## config.mk

```make
export PLATFORM = sky130hd
export DESIGN_NAME = software_timer_bank_core
export DESIGN_NICKNAME = d
export VERILOG_FILES = /design/src/hw/rtl/stb_pkg.sv /design/src/hw/rtl/stb_ram.sv /design/src/hw/rtl/software_timer_bank_core.sv
export SDC_FILE = /design/constraint.sdc
export NUM_CORES = 1
export LEC_CHECK = 0
export ABC_AREA = 0
export BUFFER_PORTS_ARGS = -buffer_cell sky130_fd_sc_hd__buf_2
export CAP_MARGIN = 10
export CORE_ASPECT_RATIO = 1.75
export CORE_MARGIN = 2
export CORE_UTILIZATION = 30
export DETAILED_ROUTE_END_ITERATION = 8
export HOLD_SLACK_MARGIN = 0.1
export PLACE_DENSITY_LB_ADDON = 0.1
export SETUP_SLACK_MARGIN = 0.4
export SLEW_MARGIN = 10
export SYNTH_ARGS = -nofsm -noshare
export SYNTH_HDL_FRONTEND = slang
export SYNTH_SLANG_ARGS = --single-unit
```

## constraint.sdc

```tcl
create_clock -name i_clk -period 17.2 [get_ports i_clk]
set_input_delay 1.72 -clock i_clk [delete_from_list [all_inputs] [get_ports i_clk]]
set_output_delay 1.72 -clock i_clk [all_outputs]
set_load 0.02 [all_outputs]
```

## src/hw/rtl/stb_pkg.sv

```systemverilog
// package for the timer slot bank: item structs, function codes, default sizes
// used by software_timer_bank_core and the bench; depends on nothing
`default_nettype none

package stb_pkg;

    localparam int SLOTS_DEF       = 16;
    localparam int COUNT_WIDTH_DEF = 16;
    localparam int MAX_RESULTS     = 16;
    localparam int RES_CNT_W       = $clog2(MAX_RESULTS + 1);

    localparam logic [1:0] FUNC_TICK  = 2'd0;
    localparam logic [1:0] FUNC_START = 2'd1;
    localparam logic [1:0] FUNC_STOP  = 2'd2;

    typedef struct packed {
        logic [1:0]  func;
        logic [3:0]  slot;
        logic [15:0] count;
        logic [15:0] reload;
    } t_in_item;

    typedef struct packed {
        logic [3:0] fired_slot;
        logic       last;
    } t_out_item;

    typedef enum logic [1:0] {
        ST_IDLE = 2'b01,
        ST_WALK = 2'b10
    } t_state;

endpackage

`default_nettype wire

```

## src/hw/rtl/stb_ram.sv

```systemverilog
// generic simple dual-port ram: one write port, one read port, registered read
// no package dependencies
`default_nettype none

module stb_ram #(
    parameter int WIDTH = 32,
    parameter int DEPTH = 16,
    parameter int AW    = (DEPTH > 1) ? $clog2(DEPTH) : 1
) (
    input  wire logic             i_clk,
    input  wire logic             i_we,
    input  wire logic [AW-1:0]    i_waddr,
    input  wire logic [WIDTH-1:0] i_wdata,
    input  wire logic [AW-1:0]    i_raddr,
    output logic      [WIDTH-1:0] o_rdata
);

    logic [WIDTH-1:0] r_mem [DEPTH];

    always_ff @(posedge i_clk) begin
        if (i_we) begin
            r_mem[i_waddr] <= i_wdata;
        end
        o_rdata <= r_mem[i_raddr];
    end

endmodule

`default_nettype wire

```

## src/hw/rtl/software_timer_bank_core.sv

```systemverilog
// top level of the timer slot bank: command port, slot walk, result strobe
// depends on stb_pkg and stb_ram
`default_nettype none

// A start or stop command is taken while idle; busy stays low and the next command
// can follow at once. A tick walks all SLOTS slots through the slot ram, one
// slot per cycle on its single read port, and holds busy until the walk is done.
// Fired slots come out on o_strobe/o_result in ascending slot order, one per
// cycle at most, each held back until the next fire or the walk ends; the
// result flagged last appears in the cycle busy drops. The receiver cannot stall:
// every strobe is a transfer. At most MAX_RESULTS fires are reported per tick;
// further slots still fire and reload. The active map is cleared by reset, the
// count and reload storage is not.
module software_timer_bank_core
    import stb_pkg::*;
#(
    parameter int SLOTS       = SLOTS_DEF,
    parameter int COUNT_WIDTH = COUNT_WIDTH_DEF
) (
    input  wire logic     i_clk,
    input  wire logic     i_rst_n,
    input  wire logic     start,
    output logic          busy,
    input  wire t_in_item i_item,
    output logic          o_strobe,
    output t_out_item     o_result
);

    localparam int IW = (SLOTS > 1) ? $clog2(SLOTS) : 1;
    localparam int CW = $clog2(SLOTS + 1);
    localparam int DW = 2 * COUNT_WIDTH;

    t_state                 r_state, n_state;
    logic [CW-1:0]          r_rd_idx, n_rd_idx;
    logic                   r_pv, n_pv;
    logic [IW-1:0]          r_pidx, n_pidx;
    logic [SLOTS-1:0]       r_active, n_active;
    logic [RES_CNT_W-1:0]   r_n, n_n;
    logic                   r_pend_v, n_pend_v;
    logic [3:0]             r_pend_slot, n_pend_slot;
    logic                   r_out_v, n_out_v;
    t_out_item              r_out, n_out;

    logic                   accept;
    logic                   slot_ok;
    logic [6:0]             slot_ext;
    logic [6:0]             pidx_ext;
    logic [31:0]            count_ext;
    logic [31:0]            reload_ext;
    logic                   we;
    logic [IW-1:0]          waddr;
    logic [DW-1:0]          wdata;
    logic [DW-1:0]          rdata;
    logic [COUNT_WIDTH-1:0] q_cnt;
    logic [COUNT_WIDTH-1:0] q_rel;
    logic                   live;
    logic                   fire;

    assign accept     = start && !busy;
    assign slot_ext   = 7'(i_item.slot);
    assign slot_ok    = slot_ext < 7'(SLOTS);
    assign pidx_ext   = 7'(r_pidx);
    assign count_ext  = 32'(i_item.count);
    assign reload_ext = 32'(i_item.reload);
    assign q_cnt      = rdata[COUNT_WIDTH-1:0];
    assign q_rel      = rdata[DW-1:COUNT_WIDTH];
    assign live       = r_pv && r_active[r_pidx];
    assign fire       = live && (q_cnt <= COUNT_WIDTH'(1));

    stb_ram #(
        .WIDTH (DW),
        .DEPTH (SLOTS),
        .AW    (IW)
    ) u_slot_ram (
        .i_clk   (i_clk),
        .i_we    (we),
        .i_waddr (waddr),
        .i_wdata (wdata),
        .i_raddr (r_rd_idx[IW-1:0]),
        .o_rdata (rdata)
    );

    always_comb begin
        n_state     = r_state;
        n_rd_idx    = r_rd_idx;
        n_pv        = 1'b0;
        n_pidx      = r_pidx;
        n_active    = r_active;
        n_n         = r_n;
        n_pend_v    = r_pend_v;
        n_pend_slot = r_pend_slot;
        n_out_v     = 1'b0;
        n_out       = r_out;
        we          = 1'b0;
        waddr       = slot_ext[IW-1:0];
        wdata       = {reload_ext[COUNT_WIDTH-1:0], count_ext[COUNT_WIDTH-1:0]};

        case (r_state)
            ST_IDLE: begin
                if (accept) begin
                    case (i_item.func)
                        FUNC_TICK: begin
                            n_state  = ST_WALK;
                            n_rd_idx = '0;
                            n_n      = '0;
                            n_pend_v = 1'b0;
                        end
                        FUNC_START: begin
                            if (slot_ok) begin
                                we                          = 1'b1;
                                n_active[slot_ext[IW-1:0]] = 1'b1;
                            end
                        end
                        FUNC_STOP: begin
                            if (slot_ok) begin
                                n_active[slot_ext[IW-1:0]] = 1'b0;
                            end
                        end
                        default: begin
                        end
                    endcase
                end
            end
            ST_WALK: begin
                // issue the read for the next slot while the previous one is updated
                if (r_rd_idx != CW'(SLOTS)) begin
                    n_pv     = 1'b1;
                    n_pidx   = r_rd_idx[IW-1:0];
                    n_rd_idx = r_rd_idx + CW'(1);
                end

                waddr = r_pidx;
                if (live) begin
                    if (!fire) begin
                        we    = 1'b1;
                        wdata = {q_rel, q_cnt - COUNT_WIDTH'(1)};
                    end else if (q_rel == '0) begin
                        n_active[r_pidx] = 1'b0;
                    end else begin
                        we    = 1'b1;
                        wdata = {q_rel, q_rel};
                    end
                end

                // hold one fire back until we know whether another follows
                if (fire && (r_n < RES_CNT_W'(MAX_RESULTS))) begin
                    if (r_pend_v) begin
                        n_out_v = 1'b1;
                        n_out   = '{fired_slot: r_pend_slot, last: 1'b0};
                    end
                    n_pend_v    = 1'b1;
                    n_pend_slot = pidx_ext[3:0];
                    n_n         = r_n + RES_CNT_W'(1);
                end

                if ((r_rd_idx == CW'(SLOTS)) && !r_pv) begin
                    if (r_pend_v) begin
                        n_out_v = 1'b1;
                        n_out   = '{fired_slot: r_pend_slot, last: 1'b1};
                    end
                    n_pend_v = 1'b0;
                    n_state  = ST_IDLE;
                end
            end
            default: begin
                n_state = ST_IDLE;
            end
        endcase
    end

    always_ff @(posedge i_clk) begin
        if (!i_rst_n) begin
            r_state  <= ST_IDLE;
            r_pv     <= 1'b0;
            r_active <= '0;
            r_pend_v <= 1'b0;
            r_out_v  <= 1'b0;
        end else begin
            r_state  <= n_state;
            r_pv     <= n_pv;
            r_active <= n_active;
            r_pend_v <= n_pend_v;
            r_out_v  <= n_out_v;
        end
    end

    always_ff @(posedge i_clk) begin
        r_rd_idx    <= n_rd_idx;
        r_pidx      <= n_pidx;
        r_n         <= n_n;
        r_pend_slot <= n_pend_slot;
        r_out       <= n_out;
    end

    assign busy     = (r_state == ST_WALK);
    assign o_strobe = r_out_v;
    assign o_result = r_out;

endmodule

`default_nettype wire

```

## After elaboration in Yosys (flattened, before gate mapping)

Memories as Yosys holds them, arrays and structs flattened. A register that Yosys moved wholly into a read port is not among the register bits.
Cells that the tools add are included.
W data, S select, Z words.

- Add/subtract/negate cells: 3
- Order comparisons: 7
- Equality and inequality tests: 18
- Mux-type cells: 52
- Bitwise operators: 5
- Reductions and logical operators: 20

Operators with widths:

| operator | number |
|---|---|
| $mux W32 | 4 |
| $mux W16 | 6 |
| $pmux W16 S2 | 2 |
| $mux W5 | 8 |
| $and A16 B16 Y16 | 2 |
| $not A16 Y16 | 2 |
| $mux W1 | 20 |
| $pmux W5 S2 | 2 |
| $le A16 B1 Y1 const B | 1 |
| $logic_not A16 Y1 | 1 |
| $or A16 B16 Y16 | 1 |
| $sub A16 B1 Y16 const B | 1 |
| $lt A4 B5 Y1 const B | 3 |
| $ne A2 B1 Y1 const B | 7 |
| $reduce_and A4 Y1 | 3 |
| $add A5 B1 Y5 const B | 2 |
| $demux W1 S4 | 2 |
| $ge A4 B1 Y1 const B | 2 |
| $reduce_and A8 Y1 | 1 |
| $logic_and A1 B1 Y1 | 7 |
| $mux W2 | 3 |
| $ne A3 B1 Y1 const B | 2 |
| $ne A3 B3 Y1 const B | 2 |
| $reduce_and A2 Y1 | 3 |
| 14 further kinds | 18 |

- Register bits: 44
- Memory bits (writable): 512
- Output and inout bits: 7
- Logic and storage cells: 117
- Memories: 1

Memories:

| name | depth | bits a word | rd ports | clocked after Yosys merged registers in | write ports | line | text |
|---|---|---|---|---|---|---|---|
| u_slot_ram.r_mem | 16 | 32 | 1 | 1 | 1 | stb_ram.sv:18 | `logic [WIDTH-1:0] r_mem [DEPTH];` |

## Longest topological paths before layout

Gate-level depths: netlist of run 1.

- Depth in word-level cells: 10
- Mapped depth: 11
- Gate-level depth less buffers: 8

## Hierarchy

A second synthesis of run 1 with hierarchy kept.

- Cells, all modules: 1,258
- Area, all modules: 23,333.6 µm²

Modules (own cells, without submodules):

| module | instances | cells each | area an instance (µm²) | seq. area each (µm²) |
|---|---|---|---|---|
| stb_ram | 1 | 838 | 19,835.3 | 16,015.4 |
| software_timer_bank_core | 1 | 420 | 3,498.4 | 1,111.1 |

## Least setup slack after synthesis of run 1

No wires, ideal clock.

- Path kind: in2reg
- Start point: input port start
- End point: memory u_slot_ram.r_mem[15][0], enable pin
- Setup time: 0.501 ns
- Arrival: 5.439 ns
- Slack: 11.260 ns
- Cell stages on the path: 4
- Buffers on the path: 1
- Cells stage by stage: nor2b_1 > a31oi_2 > buf_4 > nor4_1

- Word-level cells in the longest chain between the ends: 5

Ends and longest elaborated chain:

| what | line | text |
|---|---|---|
| start: declaration | software_timer_bank_core.sv:22 | `input wire logic start,` |
| $logic_and A1 B1 Y1 | software_timer_bank_core.sv:59 | `assign accept = start && !busy;` |
| $mux W1 | software_timer_bank_core.sv:100 | `if (accept) begin` |
| $pmux W1 S2 | software_timer_bank_core.sv:98 | `case (r_state)` |
| $mux W1 | stb_ram.sv:21 | `if (i_we) begin` |
| $mux W1 (not written as such) | stb_ram.sv:22 | `r_mem[i_waddr] <= i_wdata;` |
| end: declaration | stb_ram.sv:18 |  |

No other way between the ends.

## Worst setup path after layout of run 1

- Start point: register r_state[0]
- End point: output port busy

- Word-level cells in the longest chain between the ends: 1

Ends and longest elaborated chain:

| what | line | text |
|---|---|---|
| start: declaration | software_timer_bank_core.sv:33 | `t_state r_state, n_state;` |
| start signal: assignment | software_timer_bank_core.sv:179 | `r_state <= n_state;` |
| $eq A2 B2 Y1 | software_timer_bank_core.sv:195 | `assign busy = (r_state == ST_WALK);` |
| end: declaration | software_timer_bank_core.sv:23 | `output logic busy,` |

No other way between the ends.

==> results of run 1 <==
metrics by stage:
step | setup slack, ps | utilization
2_1_floorplan | 11260 | -
6_report | 13590 | 0.3479
3_5_place_dp | 13190 | 0.3225
3_3_place_gp | 13210 | 0.3225
5_1_grt | 13420 | 0.3479
4_1_cts | 13510 | 0.3475
cell usage in the layout (no fill, tap or decap), types with 11 or more instances in the layout:
cell and n:
sky130_fd_sc_hd__dfxtp_1 53, sky130_fd_sc_hd__mux2i_1 19, sky130_fd_sc_hd__and2_1 11, sky130_fd_sc_hd__edfxtp_1 535
sky130_fd_sc_hd__clkbuf_16 57, sky130_fd_sc_hd__nor2b_1 13, sky130_fd_sc_hd__o21ai_0 21, sky130_fd_sc_hd__buf_2 47
sky130_fd_sc_hd__xnor2_1 13, sky130_fd_sc_hd__clkinv_2 15, sky130_fd_sc_hd__nor4_2 16, sky130_fd_sc_hd__mux4_2 160
sky130_fd_sc_hd__nand2_1 32, sky130_fd_sc_hd__nor2_1 61, sky130_fd_sc_hd__o22ai_1 22, sky130_fd_sc_hd__a21oi_1 16
sky130_fd_sc_hd__a32oi_1 16, sky130_fd_sc_hd__inv_1 20, sky130_fd_sc_hd__buf_4 24, sky130_fd_sc_hd__mux2_2 16
metal layers:
metal  part of all wire  routed length (µm)
met3              0.030                1819
met4              0.023                1399
met1               0.40               24490
met5                  0                   0
met2               0.55               33220
sequential cells by signal, indices dropped and copies added, names as in the netlist, named ones only:
name / flops
u_slot_ram.r_mem: 512
u_slot_ram.o_rdata: 32
r_n: 5
r_rd_idx: 5
r_pend_slot: 4
r_pidx: 4
r_state: 2
o_strobe: 1
r_pend_v: 1
r_pv: 1
path summary, 6_finish.rpt:
path,startpoint,endpoint,slack (ps),cells past startpoint
worst max-delay path,r_state[0],busy,13590,4
worst min-delay path,flop,flop,510,2
worst max register to register,r_pidx[2],u_slot_ram.r_mem[14][0],13620,7
worst min register to register,flop,flop,510,2
power breakdown:
group / switching, mW / total [mW] / internal, mW
Clock: 0.551 / 1.30 / 0.745
Sequential: 0.0902 / 1.72 / 1.63
Combinational: 0.393 / 0.746 / 0.353
cell usage after synthesis, drive strengths merged:
library cell,instances
edfxtp,535
mux4,160
nor2,61
dfxtp,53
clkbuf,40
nand2,33
nor4,24
o22ai,23
buf,22
o21ai,22
inv,20
mux2i,19
a21oi,16
a32oi,16
mux2,16
nor2b,13
xnor2,13
and2,11
nand3,10
a31oi,8
xor2,8
ha,7
o22a,7
nor3,5
a21o,4
nand2b,4
and3,3
nand4,3
or4,3
a211oi,2
a22oi,2
nand3b,2
nor4bb,2
o211ai,2
o21a,2
or2,2
or3,2
a221oi,1
and4,1
nor3b,1
o41ai,1
or4b,1
critical path: stages, from the launching register on:
cell                      delay, ps
sky130_fd_sc_hd__dfxtp_1        330
sky130_fd_sc_hd__inv_1           60
sky130_fd_sc_hd__ha_1           160
sky130_fd_sc_hd__buf_4          450
sky130_fd_sc_hd__buf_2          260
logic make-up after synthesis:
kind of cell	count (synthesis)	synth area share
flip-flops	588	0.7328
multiplexers	195	0.1700
AO/OA/AOI/OAI	106	0.03174
XOR/XNOR	21	0.007870
AND/OR/NAND/NOR	181	0.03962
buffers and inverters	82	0.01424
adder cells (fa/ha/maj)	7	0.003747
final cells by class:
cell class | count | area share
Timing Repair Buffer | 74 | 0.01720
Clock inverter | 36 | 0.01427
Inverter | 20 | 0.002789
Multi-Input combinational cell | 510 | 0.2240
Clock buffer | 72 | 0.05769
Sequential cell | 588 | 0.6363
Tap cell | 1027 | 0.04774
==> results.md, run 1 <==
| Quantity | Value |
|:---|:---|
| Part of the cycle the worst path needs | 0.2096 |
| Remaining design rule violation count | 0 |
| Final period demand of the worst path | 3606 ps |
| Final total negative setup slack | 0 ps |
| Number of I/O port buffers | 47 |
| Fraction of met1 tracks used by global routing | 0.1839 |
| Headroom to the max-slew limit | 0.1692 |
| Aggregate routed wire length | 60.93 mm |
| Final Hold Viols | 0 |
| Antenna Violating Nets Remaining | 0 |
| Resized cells post-CTS | 0 |
| GR Layer Usage met2 | 0.2839 |
| Top cells by area, synth | sky130_fd_sc_hd__edfxtp_1, sky130_fd_sc_hd__mux4_2, sky130_fd_sc_hd__dfxtp_1 |
| Power, Total | 3.762 mW |
| # diodes | 0 |
| Final Non-Filler Cells | 2327 |
| Clk Tree Root Cell | sky130_fd_sc_hd__clkbuf_16 |
| GR Overflow Total | 0 |
| Yosys cell types | 51 |
| Clock slew at reported path FFs | 60 ps |
| Fraction of layout instances using a drive strength above 1 | 0.2854 |
| Y dimension of the die | 373.2 µm |
| Yosys Warn Count | 0 |
| Top achievable clock speed | 277.3 MHz |
| Area of combinational cells with multiple inputs | 0.006028 mm² |
| CP endpoint kind | output port |
| Worst-path fanout max | 48 |
| Via density per instance | 4.962 |
| Deepest clock path buffer count | 3 |
| Syn Inst Count | 1180 |
| Global-route wire length before repair | 88.62 mm |
| P per Cell Area | 139.8 mW/mm² |
| Clock sink count | 588 |
| Antenna violations before repair | 0 |
| Number of max-capacitance violations reported | 0 |
| Count of hold-fix buffers inserted at cts | 0 |
| Total of fill cells in the finished design | 7420 |
| Final setup skew | 20.98 ps |
| Drt pass-1 iters | 5 |
| Avg WL per Cell | 26.18 µm |
| Number of global-route vias before repair | 12540 |
| Area growth syn-to-layout | 15.16% |
| Placeable core region | 0.07736 mm² |
| Gp weighted congestion | 0.7941 |
| TritonCTS clock tree | done |
| Data required time of the critical path | 15480 ps |
| Setup repair after global routing missed its margin | no |
| M3 GR Usage | 0.02011 |
| HPWL reported at the end of detailed placement | 34.82 mm |
| Placement-stage cell area | 0.02495 mm² |
| Worst IR Drop VDD | 0.1036 mV |
| Most Crowded Layer GR | met2 |
| DRT iter0 DRCs | 914 |
| Classification of the worst setup path | flop to output port |
| Pins over their slew limit | 0 |
| Library cell occupying the most area in the post-synthesis netlist | sky130_fd_sc_hd__edfxtp_1 |
| Post-Synthesis Net Count | 1228 |
| Core Rows | 135 |
| Buffers inserted during post-CTS setup optimization | 0 |
| Cell count after placement | 2217 |
| Static leakage | 8.322 nW |
| Critical Path Source Type | flop |
| Avg Inst Size Synth | 19.81 µm² |
| Number of top-level pins | 48 |
| Starting density of the core | 0.3021 |
| Maximum number of pins on one net before global-route repair | 133 |
| Skew-Pair Late Insertion Delay | 630 ps |
| Flip-flop and latch count after synthesis | 588 |
| Sequential standard cell area | 0.01713 mm² |
| Worst hold path class | flop to flop |
| Area share of the largest cell type after synthesis | 0.6874 |
| Seq/Total Area, Yosys | 0.7328 |
| Cell area after synthesis | 0.02337 mm² |
| Area of all placed cells without fillers | 0.02691 mm² |
| Slew at the pin closest to its max-slew limit | 1244 ps |
| Die area | 0.08024 mm² |
| Status | finished, final reports clean |
| Clock buffer count from CTS | 57 |
| Chip width | 215.0 µm |
| Number of nets in the layout | 1299 |
| GRT Total Usage | 0.1528 |
| Deepest level of the CTS H-tree | 2 |
| Number of setup violations in the final report | 0 |
| Overall via count from detail_route | 11550 |
| Data arrival time of the critical path | 1890 ps |
| Final-layout worst hold slack | 510.9 ps |
Power figures use the tool's default switching activity.
==> run 2: changes to the inputs <==
- ABC_AREA: 0 -> 1
- clock period: 17.2 -> 3.45 ns (I/O delays scaled with it)
==> results.md, run 2 <==
| Quantity | Value |
|:---|:---|
| Data required time of the critical path | 3740 ps |
| Seq/Total Area, Yosys | 0.7065 |
| Critical Path Source Type | flop |
| Core Rows | 137 |
| Async set or reset register ratio after synthesis | 0 |
| Final Hold Viols | 0 |
| Area growth syn-to-layout | 15.92% |
| Number of global-route vias before repair | 16960 |
| Number of max-capacitance violations reported | 0 |
| Clock sink count | 588 |
| Static leakage | 9.518 nW |
| GR Overflow Total | 0 |
| Starting density of the core | 0.3035 |
| CP top delay family | simple AND/OR/NAND/NOR gates |
| Power, Total | 20.17 mW |
| Die area | 0.08318 mm² |
| Synth cell count leaders | sky130_fd_sc_hd__edfxtp_1, sky130_fd_sc_hd__nor2_1, sky130_fd_sc_hd__o21ai_0 |
| HPWL reported at the end of detailed placement | 50.08 mm |
| Count leader, synth | sky130_fd_sc_hd__edfxtp_1 |
| Flip-flop and latch count after synthesis | 588 |
| Drt pass-1 iters | 6 |
| Chip width | 218.9 µm |
| Remaining design rule violation count | 0 |
| Y dimension of the die | 380.0 µm |
| Number of nets in the layout | 2202 |
| Yosys cell types | 38 |
| Headroom to the max-slew limit | 0.2735 |
| Area share of the largest cell type after synthesis | 0.6627 |
| CP endpoint kind | flop |
| Most used cells in the layout excluding fill and tap cells | sky130_fd_sc_hd__edfxtp_1, sky130_fd_sc_hd__nor2_1, sky130_fd_sc_hd__o21ai_0, sky130_fd_sc_hd__nand2_1, sky130_fd_sc_hd__inv_1 |
| Final period demand of the worst path | 2825 ps |
| Largest Register | u_slot_ram.r_mem |
| GRT Total Usage | 0.1932 |
| Crit path max-delay cell type | sky130_fd_sc_hd__edfxtp_1 |
| Avg Inst Size Synth | 11.60 µm² |
| Via density per instance | 5.162 |
| Registers with the highest flip-flop counts | u_slot_ram.r_mem: 512 flops, u_slot_ram.o_rdata: 32 flops |
| Avg WL per Cell | 24.90 µm |
| Clk Tree Root Cell | sky130_fd_sc_hd__clkbuf_16 |
| Leading cell type in the layout, fill and taps excluded | sky130_fd_sc_hd__edfxtp_1 |
| Syn Inst Count | 2089 |
| # diodes | 0 |
| Main synth FF type | sky130_fd_sc_hd__edfxtp_1 |
| Number of I/O port buffers | 47 |
| Final setup skew | 18.32 ps |
| Top achievable clock speed | 354.0 MHz |
| Top cells by area, synth | sky130_fd_sc_hd__edfxtp_1, sky130_fd_sc_hd__o21ai_0, sky130_fd_sc_hd__nor2_1 |
| TritonCTS clock tree | done |
| Final-layout worst hold slack | 187.6 ps |
| Aggregate routed wire length | 80.74 mm |
| Cell area after synthesis | 0.02424 mm² |
| DRT iter0 DRCs | 1161 |
| CP most frequent cell | sky130_fd_sc_hd__nand2_1 |
| Number of flip-flops in the largest register | 512 |
| Skew-Pair Late Insertion Delay | 620 ps |
| Worst-path fanout max | 15 |
| Library cell occupying the most area in the post-synthesis netlist | sky130_fd_sc_hd__edfxtp_1 |
| Data arrival time of the critical path | 3120 ps |
| Part of the cycle the worst path needs | 0.8189 |
| Final total negative setup slack | 0 ps |
| Largest incremental delay on the critical path | 520 ps |
| Global-route wire length before repair | 116.6 mm |
| Deepest level of the CTS H-tree | 2 |
| Number of top-level pins | 48 |
| Fraction of layout instances using a drive strength above 1 | 0.1141 |
| Pins over their slew limit | 0 |
| Slew at the pin closest to its max-slew limit | 1083 ps |
| Number of setup violations in the final report | 0 |
| Clock buffer count from CTS | 56 |
| Count of flip-flops with a built-in enable after synthesis | 535 |
| Antenna Violating Nets Remaining | 0 |
| Worst hold path class | input pin to flop |
| Yosys Warn Count | 0 |
| Setup repair after global routing missed its margin | yes |
| Overall via count from detail_route | 16730 |
| Clock slew at reported path FFs | 70 ps |
| Status | finished, final reports clean |
| Maximum number of pins on one net before global-route repair | 132 |
| Antenna violations before repair | 2 |
| Count of hold-fix buffers inserted at cts | 0 |
| Sequence of cells on the critical path | inv_1 -> nand2_1 -> nand2_1 -> nand2_1 -> nand2_1 -> inv_1 -> nand2_2 -> nand2_2 -> nor2_4 -> nand2_4 -> nand2_4 -> nand2_1 -> nor2_4 -> buf_4 |
| Deepest clock path buffer count | 3 |
| P per Cell Area | 717.8 mW/mm² |
| Post-Synthesis Net Count | 2137 |
| Worst IR Drop VDD | 0.4988 mV |
| Gp weighted congestion | 0.8608 |
| Total buffers and inverters traversed by the critical path | 3 |
| Placeable core region | 0.07988 mm² |
| Classification of the worst setup path | flop to flop |
## run 2: cell types whose count changed after synthesis, moves of 23 or more
cell                       delta
sky130_fd_sc_hd__clkbuf_1    +56
sky130_fd_sc_hd__inv_1       +98
sky130_fd_sc_hd__mux4_2     -160
sky130_fd_sc_hd__nand2_1    +212
sky130_fd_sc_hd__nand3_1     +73
sky130_fd_sc_hd__nor2_1     +282
sky130_fd_sc_hd__nor4_1      -23
sky130_fd_sc_hd__o21ai_0    +289
sky130_fd_sc_hd__o221ai_1    +50
sky130_fd_sc_hd__o22ai_1     +58
## run 2: area by class of cell
type | count | area, µm²
fillers | 7976 | 51780
flip-flops and latches | 588 | 17130
multi-input cells | 1252 | 6264
clock buffers | 76 | 1528
well taps | 1042 | 1304
repair buffers | 132 | 1091
inverters | 124 | 473.0
clock inverters | 28 | 314.1
## run 2: per-layer routing
layer | global-route usage | wire [µm]
met1 | 0.2292 | 32130
met2 | 0.3541 | 42520
met3 | 0.02158 | 3052
met4 | 0.07195 | 3013
met5 | 0 | 23
## run 2: through the flow
stage          setup WS [ps]  std cells    util  cell area, µm²
4_1_cts                415.4       3242  0.3513           28060
2_1_floorplan        -0.5147       2089       -           24270
3_5_place_dp           403.5       3138  0.3282           26210
5_1_grt                359.8       3242  0.3518           28100
6_report               624.8       3242  0.3518           28100
3_3_place_gp           386.4       3138  0.3282           26210
## run 2: final timing paths
kind	from	to	slack (ps)	depth (start not counted)
max	r_pidx[1]	u_slot_ram.r_mem[1][28]	620	14
min	i_rst_n	r_state[0]	190	2
max reg2reg	r_pidx[1]	u_slot_ram.r_mem[1][28]	620	14
min reg2reg	r_state[1]	r_state[1]	500	2
## run 2: cell families after synthesis
logic type / share of synthesized area
simple gates: 0.1189
fa+ha+maj: 0.003613
xor+xnor: 0.005419
flops: 0.7065
buf+inv: 0.04093
compound gates: 0.1247
## run 2: worst register-to-register path: cells and delay by family, from the launching register on
family / cells / cell delay [ps]
buffers and inverters: 3 / 540
and+or+nand+nor: 11 / 1420
DFF: 1 / 520
## run 2: power breakdown
group | total, mW | internal [mW] | switching, mW
Sequential | 8.44 | 8.15 | 0.295
Clock | 6.33 | 3.62 | 2.71
Combinational | 5.39 | 1.46 | 3.94
## run 2: repair_timing
item / in CTS / in global routing
endpoints found under the setup margin: 16 / 651
gates resized for setup: 1 / 12
cloned: 0 / 0
setup buffers: 0 / 0
pin swaps: 0 / 0
endpoints found under the hold margin: 0 / 0
==> run 3: changes to the inputs <==
- clock period: 3.45 -> 2.3 ns (I/O delays scaled with it)
==> results.md, run 3 (synthesized netlist as in run 2, its figures left out) <==
| Quantity | Value |
|:---|:---|
| Number of flip-flops in the largest register | 512 |
| P per Cell Area | 1011 mW/mm² |
| Deepest level of the CTS H-tree | 2 |
| Worst Reg2Reg Path Length in Cells | 20 |
| Hold-critical path depth | 3 |
| Sequential standard cell area | 0.01713 mm² |
| Area of all placed cells without fillers | 0.03174 mm² |
| Most used cells in the layout excluding fill and tap cells | sky130_fd_sc_hd__edfxtp_1, sky130_fd_sc_hd__nor2_1, sky130_fd_sc_hd__o21ai_0, sky130_fd_sc_hd__nand2_1, sky130_fd_sc_hd__buf_4 |
| Number of nets in the layout | 2439 |
| Chip width | 218.9 µm |
| Via density per instance | 5.038 |
| Cell count after placement | 3285 |
| Leading cell type in the layout, fill and taps excluded | sky130_fd_sc_hd__edfxtp_1 |
| Violated checks | setup timing |
| CP most frequent cell | sky130_fd_sc_hd__nand2_1 |
| Pins over their slew limit | 0 |
| Static leakage | 11.15 nW |
| Placement-stage cell area | 0.02818 mm² |
| Largest Register | u_slot_ram.r_mem |
| Critical Path Source Type | flop |
| Clock buffer count from CTS | 58 |
| Overall via count from detail_route | 17550 |
| Final setup skew | 26.24 ps |
| Crit path max-delay cell type | sky130_fd_sc_hd__edfxtp_1 |
| Clock slew at reported path FFs | 60 ps |
| GR Overflow Total | 0 |
| TritonCTS clock tree | done |
| Top achievable clock speed | 381.1 MHz |
| Sequence of cells on the critical path | inv_2 -> buf_12 -> nand2_1 -> nand2_1 -> nand2_1 -> nand2_1 -> nand2_1 -> nand2_1 -> inv_2 -> nand2_4 -> nand2_4 -> nor2_4 -> nand2_2 -> buf_12 -> nand2_8 -> nand4_4 -> buf_6 -> nor2_4 -> buf_12 -> buf_12 |
| Worst-path fanout max | 10 |
| Worst IR Drop VDD | 0.5923 mV |
| Core Rows | 137 |
| Number of I/O port buffers | 47 |
| Part of the cycle the worst path needs | 1.141 |
| Skew-Pair Late Insertion Delay | 660 ps |
| Area growth syn-to-layout | 30.92% |
| Aggregate routed wire length | 86.75 mm |
| Headroom to the max-slew limit | 0.1591 |
| CP endpoint kind | flop |
| Placeable core region | 0.07988 mm² |
| Number of global-route vias before repair | 17950 |
| Clock sink count | 588 |
| Status | finished with violations |
| Power, Total | 32.07 mW |
| Fraction of layout instances using a drive strength above 1 | 0.2176 |
| Remaining design rule violation count | 0 |
| Setup repair after global routing missed its margin | yes |
| Slack of the critical path | -324.0 ps |
| Total of fill cells in the finished design | 7783 |
| Number of max-capacitance violations reported | 0 |
| Final period demand of the worst path | 2624 ps |
| Y dimension of the die | 380.0 µm |
| Number of setup violations in the final report | 982 |
| GRT Total Usage | 0.2017 |
| Data arrival time of the critical path | 2970 ps |
| Global-route wire length before repair | 121.7 mm |
| Largest incremental delay on the critical path | 410 ps |
| Classification of the worst setup path | flop to flop |
| Avg WL per Cell | 24.90 µm |
| Worst hold path class | input pin to flop |
| Drt pass-1 iters | 7 |
| Antenna violations before repair | 3 |
| Area of combinational cells with multiple inputs | 0.006638 mm² |
| Number of top-level pins | 48 |
| HPWL reported at the end of detailed placement | 54.18 mm |
| Registers with the highest flip-flop counts | u_slot_ram.r_mem: 512 flops, u_slot_ram.o_rdata: 32 flops |
| Starting density of the core | 0.3035 |
| Antenna Violating Nets Remaining | 0 |
| Final Non-Filler Cells | 3484 |
| Final total negative setup slack | -201640 ps |
| Slew at the pin closest to its max-slew limit | 1257 ps |
| DRT iter0 DRCs | 1351 |
| Gp weighted congestion | 0.8584 |
| Data required time of the critical path | 2650 ps |
| Clk Tree Root Cell | sky130_fd_sc_hd__clkbuf_16 |
| Die area | 0.08318 mm² |
| Final Hold Viols | 0 |
| Maximum number of pins on one net before global-route repair | 55 |
| Deepest clock path buffer count | 3 |
==> run 3: layer usage <==
layer | GRT usage | vias to the layer above | share of wire
met5 | 0 | - | 0.00012
met4 | 0.09635 | 2 | 0.052
met3 | 0.02670 | 165 | 0.038
met2 | 0.3625 | 431 | 0.53
met1 | 0.2340 | 8773 | 0.38
li1 | - | 8180 | -
==> run 3: timing repair <==
| action | CTS | global route |
|---|---|---|
| endpoints found under the setup margin | 1080 | 1092 |
| gates cloned | 8 | 15 |
| buffers inserted | 29 | 20 |
| hold endpoints to repair | 182 | 48 |
| resized for setup | 45 | 48 |
| pin swaps | 13 | 15 |
| hold buffers | 13 | 3 |
==> run 3: through the flow <==
| stage | util | setup WS (ps) | hold slack (ps) |
|---|---|---|---|
| 6_report | 0.3973 | -324.0 | 133.5 |
| 5_1_grt | 0.3973 | -463.0 | 147.0 |
| 4_1_cts | 0.3875 | -339.2 | 115.6 |
| 3_5_place_dp | 0.3528 | -392.7 | 493.7 |
| 3_3_place_gp | 0.3528 | -404.5 | 493.3 |
| 2_1_floorplan | - | -208.2 | 420.6 |
==> run 3: power breakdown <==
| part | internal (mW) | switching [mW] |
|---|---|---|
| Combinational | 3.42 | 6.51 |
| Sequential | 12.2 | 0.320 |
| Clock | 5.21 | 4.39 |
| Total | 20.9 | 11.2 |
==> run 3: final cells by class <==
type                    instances  share of cell area
well taps                    1042             0.04108
inverters                     124             0.01526
repair buffers                366              0.1352
clock inverters                36             0.01135
multi-input cells            1253              0.2092
clock buffers                  73             0.04814
flip-flops and latches        588              0.5397
diodes                          2           0.0001577
==> run 3: final timing paths <==
kind	start	endpoint	slack, ps
max reg2reg	r_pidx[0]	u_slot_ram.r_mem[11][19]	-320
min	i_item[2]	u_slot_ram.r_mem[5][18]	130
min reg2reg	r_rd_idx[3]	r_pidx[3]	510
max	r_pidx[0]	u_slot_ram.r_mem[11][19]	-320
==> run 3: critical path: cells and delay by family, from the launching register on <==
family	cells	cell delay (ps)
buffers and inverters	7	890
and+or+nand+nor	13	1010
DFF	1	410
